--- src/rtl/fanuart_pkg.sv ---
// Shared constants and types for the fan UART frame receiver.
package fanuart_pkg;

  localparam int FRAME_BYTES = 6;
  localparam int BYTE_CNT_W  = 3;
  localparam int TIMEOUT_W   = 10;
  localparam int BUF_DEPTH   = FRAME_BYTES - 1;

  localparam logic [7:0]           START_MARK    = 8'h01;
  localparam logic [7:0]           TYPE_RESPONSE = 8'hF3;
  localparam logic [7:0]           VALUE_FAILED  = 8'hA0;
  localparam logic [TIMEOUT_W-1:0] TIMEOUT_RESET = TIMEOUT_W'(50);

  typedef enum logic [2:0] {
    ST_OK       = 3'd0,
    ST_FAILED   = 3'd1,
    ST_OTHER    = 3'd2,
    ST_CHECKSUM = 3'd3,
    ST_HEADER   = 3'd4
  } status_t;

  typedef struct packed {
    logic       valid;
    status_t    status;
    logic [7:0] frame_type;
    logic [7:0] aux_byte;
    logic [7:0] value_byte;
  } frame_res_t;

endpackage

--- src/rtl/fanuart_frame.sv ---
// Frame assembly state, idle timer and frame classification.
module fanuart_frame import fanuart_pkg::*; (
  input  logic                 clk,
  input  logic                 rst_n,
  input  logic                 step,
  input  logic                 is_tick,
  input  logic [7:0]           rx_byte,
  input  logic [TIMEOUT_W-1:0] timeout,
  output frame_res_t           res
);

  logic [7:0]            frame_r [BUF_DEPTH];
  logic [BYTE_CNT_W-1:0] byte_cnt_r, byte_cnt_nxt;
  logic [TIMEOUT_W-1:0]  idle_r, idle_nxt;
  logic                  keep;
  logic [TIMEOUT_W:0]    idle_inc;
  logic [7:0]            sum;

  assign idle_inc = {1'b0, idle_r} + (TIMEOUT_W+1)'(1);
  assign sum      = frame_r[1] + frame_r[2] + frame_r[4];

  always_comb begin
    byte_cnt_nxt = byte_cnt_r;
    idle_nxt     = idle_r;
    keep         = 1'b0;
    res          = '0;
    res.status   = ST_OK;
    if (is_tick) begin
      if (idle_inc > {1'b0, timeout}) begin
        byte_cnt_nxt = '0;
        idle_nxt     = '0;
      end else begin
        idle_nxt = idle_inc[TIMEOUT_W-1:0];
      end
    end else if (byte_cnt_r == '0) begin
      keep         = 1'b1;
      byte_cnt_nxt = BYTE_CNT_W'(1);
      idle_nxt     = '0;
    end else if (frame_r[0] != START_MARK) begin
      // Bad start mark: drop both bytes, timer keeps running.
      byte_cnt_nxt = '0;
      res.valid    = 1'b1;
      res.status   = ST_HEADER;
    end else if (byte_cnt_r < BYTE_CNT_W'(BUF_DEPTH)) begin
      keep         = 1'b1;
      byte_cnt_nxt = byte_cnt_r + BYTE_CNT_W'(1);
      idle_nxt     = '0;
    end else begin
      // Last byte completes the frame; it is not stored and the timer is left alone.
      byte_cnt_nxt   = '0;
      res.valid      = 1'b1;
      res.frame_type = frame_r[1];
      res.aux_byte   = frame_r[2];
      res.value_byte = frame_r[4];
      priority if (sum != frame_r[3]) begin
        res.status = ST_CHECKSUM;
      end else if (frame_r[1] == TYPE_RESPONSE) begin
        res.status = (frame_r[4] == VALUE_FAILED) ? ST_FAILED : ST_OK;
      end else begin
        res.status = ST_OTHER;
      end
    end
  end

  always_ff @(posedge clk) begin
    if (!rst_n) begin
      byte_cnt_r <= '0;
      idle_r     <= '0;
    end else if (step) begin
      byte_cnt_r <= byte_cnt_nxt;
      idle_r     <= idle_nxt;
    end
  end

  always_ff @(posedge clk) begin
    if (step && keep) begin
      frame_r[byte_cnt_r] <= rx_byte;
    end
  end

endmodule

--- src/rtl/fan_uart_frame_receiver_top.sv ---
// Top level of the fan UART frame receiver: input register, frame logic, result register.
//
// Each input transaction is either a millisecond tick or one received byte; the block
// assembles six-byte frames and reports one result per completed frame or bad start
// mark. It takes one transaction every clock cycle; each one passes from the input
// register through the single stage of frame logic into the result register, which
// drives out_tvalid. Backpressure on the result side stalls the input side only once
// both registers are full. The idle timeout register is written through cfg_wr_en and
// should be changed only while the block is idle.
module fan_uart_frame_receiver_top import fanuart_pkg::*; (
  input  logic                 clk,
  input  logic                 rst_n,
  input  logic                 in_tvalid,
  output logic                 in_tready,
  input  logic [7:0]           in_tdata,    // [7:0] rx_byte
  input  logic                 in_tuser,    // [0] is_tick
  output logic                 out_tvalid,
  input  logic                 out_tready,
  output logic [23:0]          out_tdata,   // [7:0] frame_type, [15:8] aux_byte, [23:16] value_byte
  output logic [2:0]           out_tuser,   // [2:0] status
  input  logic                 cfg_wr_en,
  input  logic [TIMEOUT_W-1:0] cfg_wr_data  // idle_timeout_ticks
);

  logic                 in_valid_r;
  logic [7:0]           in_byte_r;
  logic                 in_tick_r;
  logic [TIMEOUT_W-1:0] timeout_r;
  logic                 out_valid_r;
  logic [23:0]          out_data_r;
  status_t              out_status_r;
  logic                 step;
  frame_res_t           res;

  assign step      = in_valid_r && (!out_valid_r || out_tready);
  assign in_tready = !in_valid_r || step;

  fanuart_frame u_frame (
    .clk     (clk),
    .rst_n   (rst_n),
    .step    (step),
    .is_tick (in_tick_r),
    .rx_byte (in_byte_r),
    .timeout (timeout_r),
    .res     (res)
  );

  always_ff @(posedge clk) begin
    if (!rst_n) begin
      in_valid_r  <= 1'b0;
      out_valid_r <= 1'b0;
      timeout_r   <= TIMEOUT_RESET;
    end else begin
      if (in_tready) begin
        in_valid_r <= in_tvalid;
      end
      if (step) begin
        out_valid_r <= res.valid;
      end else if (out_tready) begin
        out_valid_r <= 1'b0;
      end
      if (cfg_wr_en) begin
        timeout_r <= cfg_wr_data;
      end
    end
  end

  always_ff @(posedge clk) begin
    if (in_tready && in_tvalid) begin
      in_byte_r <= in_tdata;
      in_tick_r <= in_tuser;
    end
    if (step && res.valid) begin
      out_data_r   <= {res.value_byte, res.aux_byte, res.frame_type};
      out_status_r <= res.status;
    end
  end

  assign out_tvalid = out_valid_r;
  assign out_tdata  = out_data_r;
  assign out_tuser  = out_status_r;

endmodule

--- config.mk ---
export PLATFORM = sky130hd
export DESIGN_NAME = fan_uart_frame_receiver_top
export DESIGN_NICKNAME = d
export VERILOG_FILES = /design/src/rtl/fanuart_pkg.sv /design/src/rtl/fanuart_frame.sv /design/src/rtl/fan_uart_frame_receiver_top.sv
export SDC_FILE = /design/constraint.sdc
export NUM_CORES = 1
export LEC_CHECK = 0
export ABC_CLOCK_PERIOD_IN_PS = 2600
export BUFFER_PORTS_ARGS = -buffer_cell sky130_fd_sc_hd__buf_2
export CORE_MARGIN = 5
export CORE_UTILIZATION = 52
export DETAILED_ROUTE_END_ITERATION = 7
export PLACE_DENSITY = 0.75
export SLEW_MARGIN = 25
export SYNTH_ARGS = -nofsm -noshare
export SYNTH_HDL_FRONTEND = slang
export SYNTH_HIERARCHICAL = 1
export SYNTH_SLANG_ARGS = --single-unit
--- constraint.sdc ---
create_clock -name clk -period 2.6 [get_ports clk]
set_input_delay 0.13 -clock clk [delete_from_list [all_inputs] [get_ports clk]]
set_output_delay 0.13 -clock clk [all_outputs]
set_load 0.01 [all_outputs]
==> flow_summary.json <==
{
  "crit_chain": "fa_1, ha_2, fa_1, xor2_1, nor3_1, nand4b_1, a211oi_2, a31oi_1",
  "placed_area_um2": 5100,
  "grt_overflow": 0,
  "cpPeakStageDelay_ns": 0.56,
  "dieWidth_um": 104,
  "wl_um": 8510,
  "path_clk_slew_ns": 0.12,
  "yosysMostFrequentCell": "edfxtp_1",
  "fin_crit_ns": 2.61,
  "dieArea_um2": 10800,
  "io_pins": 53,
  "cp.required_ns": 2.72,
  "rows": 34,
  "globalplace.congestion": 0.818,
  "reg2reg_to": "out_tuser[0]",
  "status": "finished, violations left",
  "fin_setup_tns_ns": -0.0126,
  "start_util_pct": 52.9,
  "clk_path_buf_depth": 2,
  "syn-cell-area_um2": 4590,
  "stdcell_area_um2": 5680,
  "async_flop_share_pct": 0,
  "clock_latency_ns": 0.37,
  "synth-edff-count": 76,
  "ys_seq_area_share_pct": 60.6,
  "skew_ns": 0.0184,
  "worst_setup_path_end_kind": "register",
  "critPathArrivalTime_ns": 2.73,
  "powerDensity_nw_per_um2": 530,
  "critPathMostFrequentCell": "fa_1",
  "core-area_um2": 8680,
  "min_to": "timeout_r[2]",
  "whs_ns": 0.0275,
  "slowest_stage": "fa_1",
  "pwr-share-comb_pct": 5.2,
  "setup_slack_ns": -0.00800,
  "worst_pin_slew_ns": 0.491,
  "holdPathStages": 3,
  "grtUsageTotal_pct": 15.7,
  "cts_tree": "yes",
  "hold_viol": 0,
  "synthCells": 344,
  "root_buffer": "clkbuf_8",
  "fin_util_pct": 65.4,
  "fmax_mhz": 383,
  "p_leak_nw": 2.14,
  "via_per_inst": 5.23,
  "synthTopCellsByArea": "edfxtp_1 (50%), dfxtp_1 (11%), ha_1 (5.2%)",
  "grt_setup_unrepaired": "true",
  "drive_gt1_share_pct": 30.6,
  "setup_viol": 2,
  "ir_worst_vdd_v": 0.000245,
  "netSwitchingPower_mw": 0.698,
  "dp_hpwl_um": 6120,
  "drtPass1Iterations": 5,
  "syn_avg_cell_area_um2": 13.3,
  "grt_pass1_vias": 2962,
  "synth_common_cells": "edfxtp_1 (76), and2_1 (25), dfxtp_1 (25)",
  "slew_violations": 0,
  "r2r_cells": 8,
  "syn_nets": 395,
  "htree_levels": 3,
  "r2r_setup_slack_ns": -0.008,
  "power_frac_clock_pct": 35.7,
  "drtAntennaViolNets": 0,
  "place_ws_ns": -0.133,
  "dieHeight_um": 104,
  "yosys_most_used_dff": "edfxtp_1",
  "maxCapViolCount": 0,
  "drtIter0Drc": 78,
  "crit_fanout": 2,
  "grt_pass1_wl_um": 13900,
  "ys_seq_elements": 101,
  "multi_input_area_um2": 1860,
  "fin_crit_sh_pct": 100,
  "holdCritPathClass": "primary input to register",
  "grt_start_max_net_pins": 28,
  "nNetsFinal": 494,
  "synth_cell_types": 57,
  "path_class": "register to register",
  "r2r-start": "u_frame/frame_r[1][1]",
  "worst_hold_startpoint": "cfg_wr_data[2]",
  "slew_headroom_pct": 67.3,
  "synth_warnings": 6,
  "antenna_found_initial": 0,
  "io_buffers": 52,
  "clock_sinks": 101,
  "fill_cells": 671,
  "internal_power_mw": 2.31,
  "num_vias": 2908,
  "cp-start-kind": "register",
  "switching_share_pct": 23.2,
  "seq_area_um2": 2790,
  "n_antenna_cell": 0,
  "synth_top_area_share_pct": 49.7,
  "numCtsBuffers": 9,
  "drc": 0,
  "synth_top_cell_by_area": "edfxtp_1",
  "syn2layout_area_growth_pct": 23.7,
  "wire_per_inst_um": 15.3,
  "violations": "setup timing",
  "p_seq_share_pct": 59.1
}
==> worst max-delay path, delay by kind of cell (launching register included) <==
kind / cells / cell delay (ns)
simple gates: 2 / 0.28
compound gates: 2 / 0.32
fa+ha+maj: 3 / 1.18
xor+xnor: 1 / 0.15
flops: 1 / 0.44
==> layout make-up <==
| class | count | share of cell area [%] |
|---|---|---|
| Clock buffer | 9 | 2.18 |
| Clock inverter | 7 | 1.72 |
| Inverter | 17 | 1.12 |
| Multi-Input combinational cell | 220 | 32.8 |
| Sequential cell | 101 | 49.1 |
| Tap cell | 108 | 2.38 |
| Timing Repair Buffer | 94 | 10.7 |
==> power by group through the flow <==
stage | clock (mW) | sequential (mW) | combinational, mW
floorplan | 0 | 1.81 | 0.0818
CTS | 1.10 | 1.78 | 0.151
detailed placement | 0 | 1.82 | 0.134
global route | 1.17 | 1.79 | 0.176
global placement | 0 | 1.82 | 0.128
finish | 1.07 | 1.78 | 0.158
==> routing by layer <==
layer | part of all wire [%] | global-route usage, %
met2 | 51 | 26.6
met5 | 0 | 0
met4 | 0.69 | 4.53
met1 | 42 | 20.1
met3 | 6.1 | 3.79
==> flip-flops by register name, summed over array words and instances, names as in the netlist <==
register / flops
in_tick_r: 1
timeout_r: 10
in_byte_r: 8
u_frame/idle_r: 10
u_frame/frame_r: 40
in_valid_r: 1
u_frame/byte_cnt_r: 3
out_tdata: 24
out_tuser: 3
out_tvalid: 1
==> through the flow <==
stage,std cells,power [mW]
6_report,556,3.01
2_1_floorplan,344,1.89
5_1_grt,556,3.14
3_3_place_gp,518,1.94
4_1_cts,551,3.03
3_5_place_dp,518,1.95
==> how the worst max path moves through the flow <==
stage                     slack (ns)                   from      endpoint  cells past startpoint
final                         -0.008  u_frame/frame_r[1][1]  out_tuser[0]                      8
after global routing           -0.17  u_frame/frame_r[1][1]  out_tuser[1]                      8
after CTS                      -0.03  u_frame/frame_r[1][1]  out_tuser[0]                      8
after detailed placement       -0.13  u_frame/frame_r[4][1]  out_tuser[0]                      8
after global placement         -0.08  u_frame/frame_r[4][1]  out_tuser[1]                      8
after floorplan                 0.03  u_frame/frame_r[4][1]  out_tuser[0]                      8
==> logic make-up after synthesis <==
logic type	Yosys count	share of synthesized area (%)
buffers and inverters	23	2.13
xor gates and xnor gates	20	3.82
DFF	101	60.6
muxes	12	2.64
AOI/OAI and AO/OA	46	7.50
and+or+nand+nor	115	14.6
adders and majority gates	27	8.67
==> placed cells by master (no fill, tap or decap), types with 8 or more instances in the layout <==
master and count:
fa_1 8, a21oi_1 11, dfxtp_1 21, xnor2_1 9, buf_4 29, clkbuf_8 9
nor2_1 17, dlygate4sd3_1 13, nand3_1 8, inv_1 17, mux2i_1 11, buf_2 52
and2_1 25, nand2_1 18, ha_1 15, nor2b_1 9, edfxtp_1 76, xor2_1 8
==> what timing repair did <==
action	in CTS	in global routing
pin swaps	9	10
setup endpoints to repair	4	15
buffers inserted	4	5
hold buffers	13	0
resized for setup	4	27
hold endpoints to repair	13	0
Power figures use the tool's default switching activity.
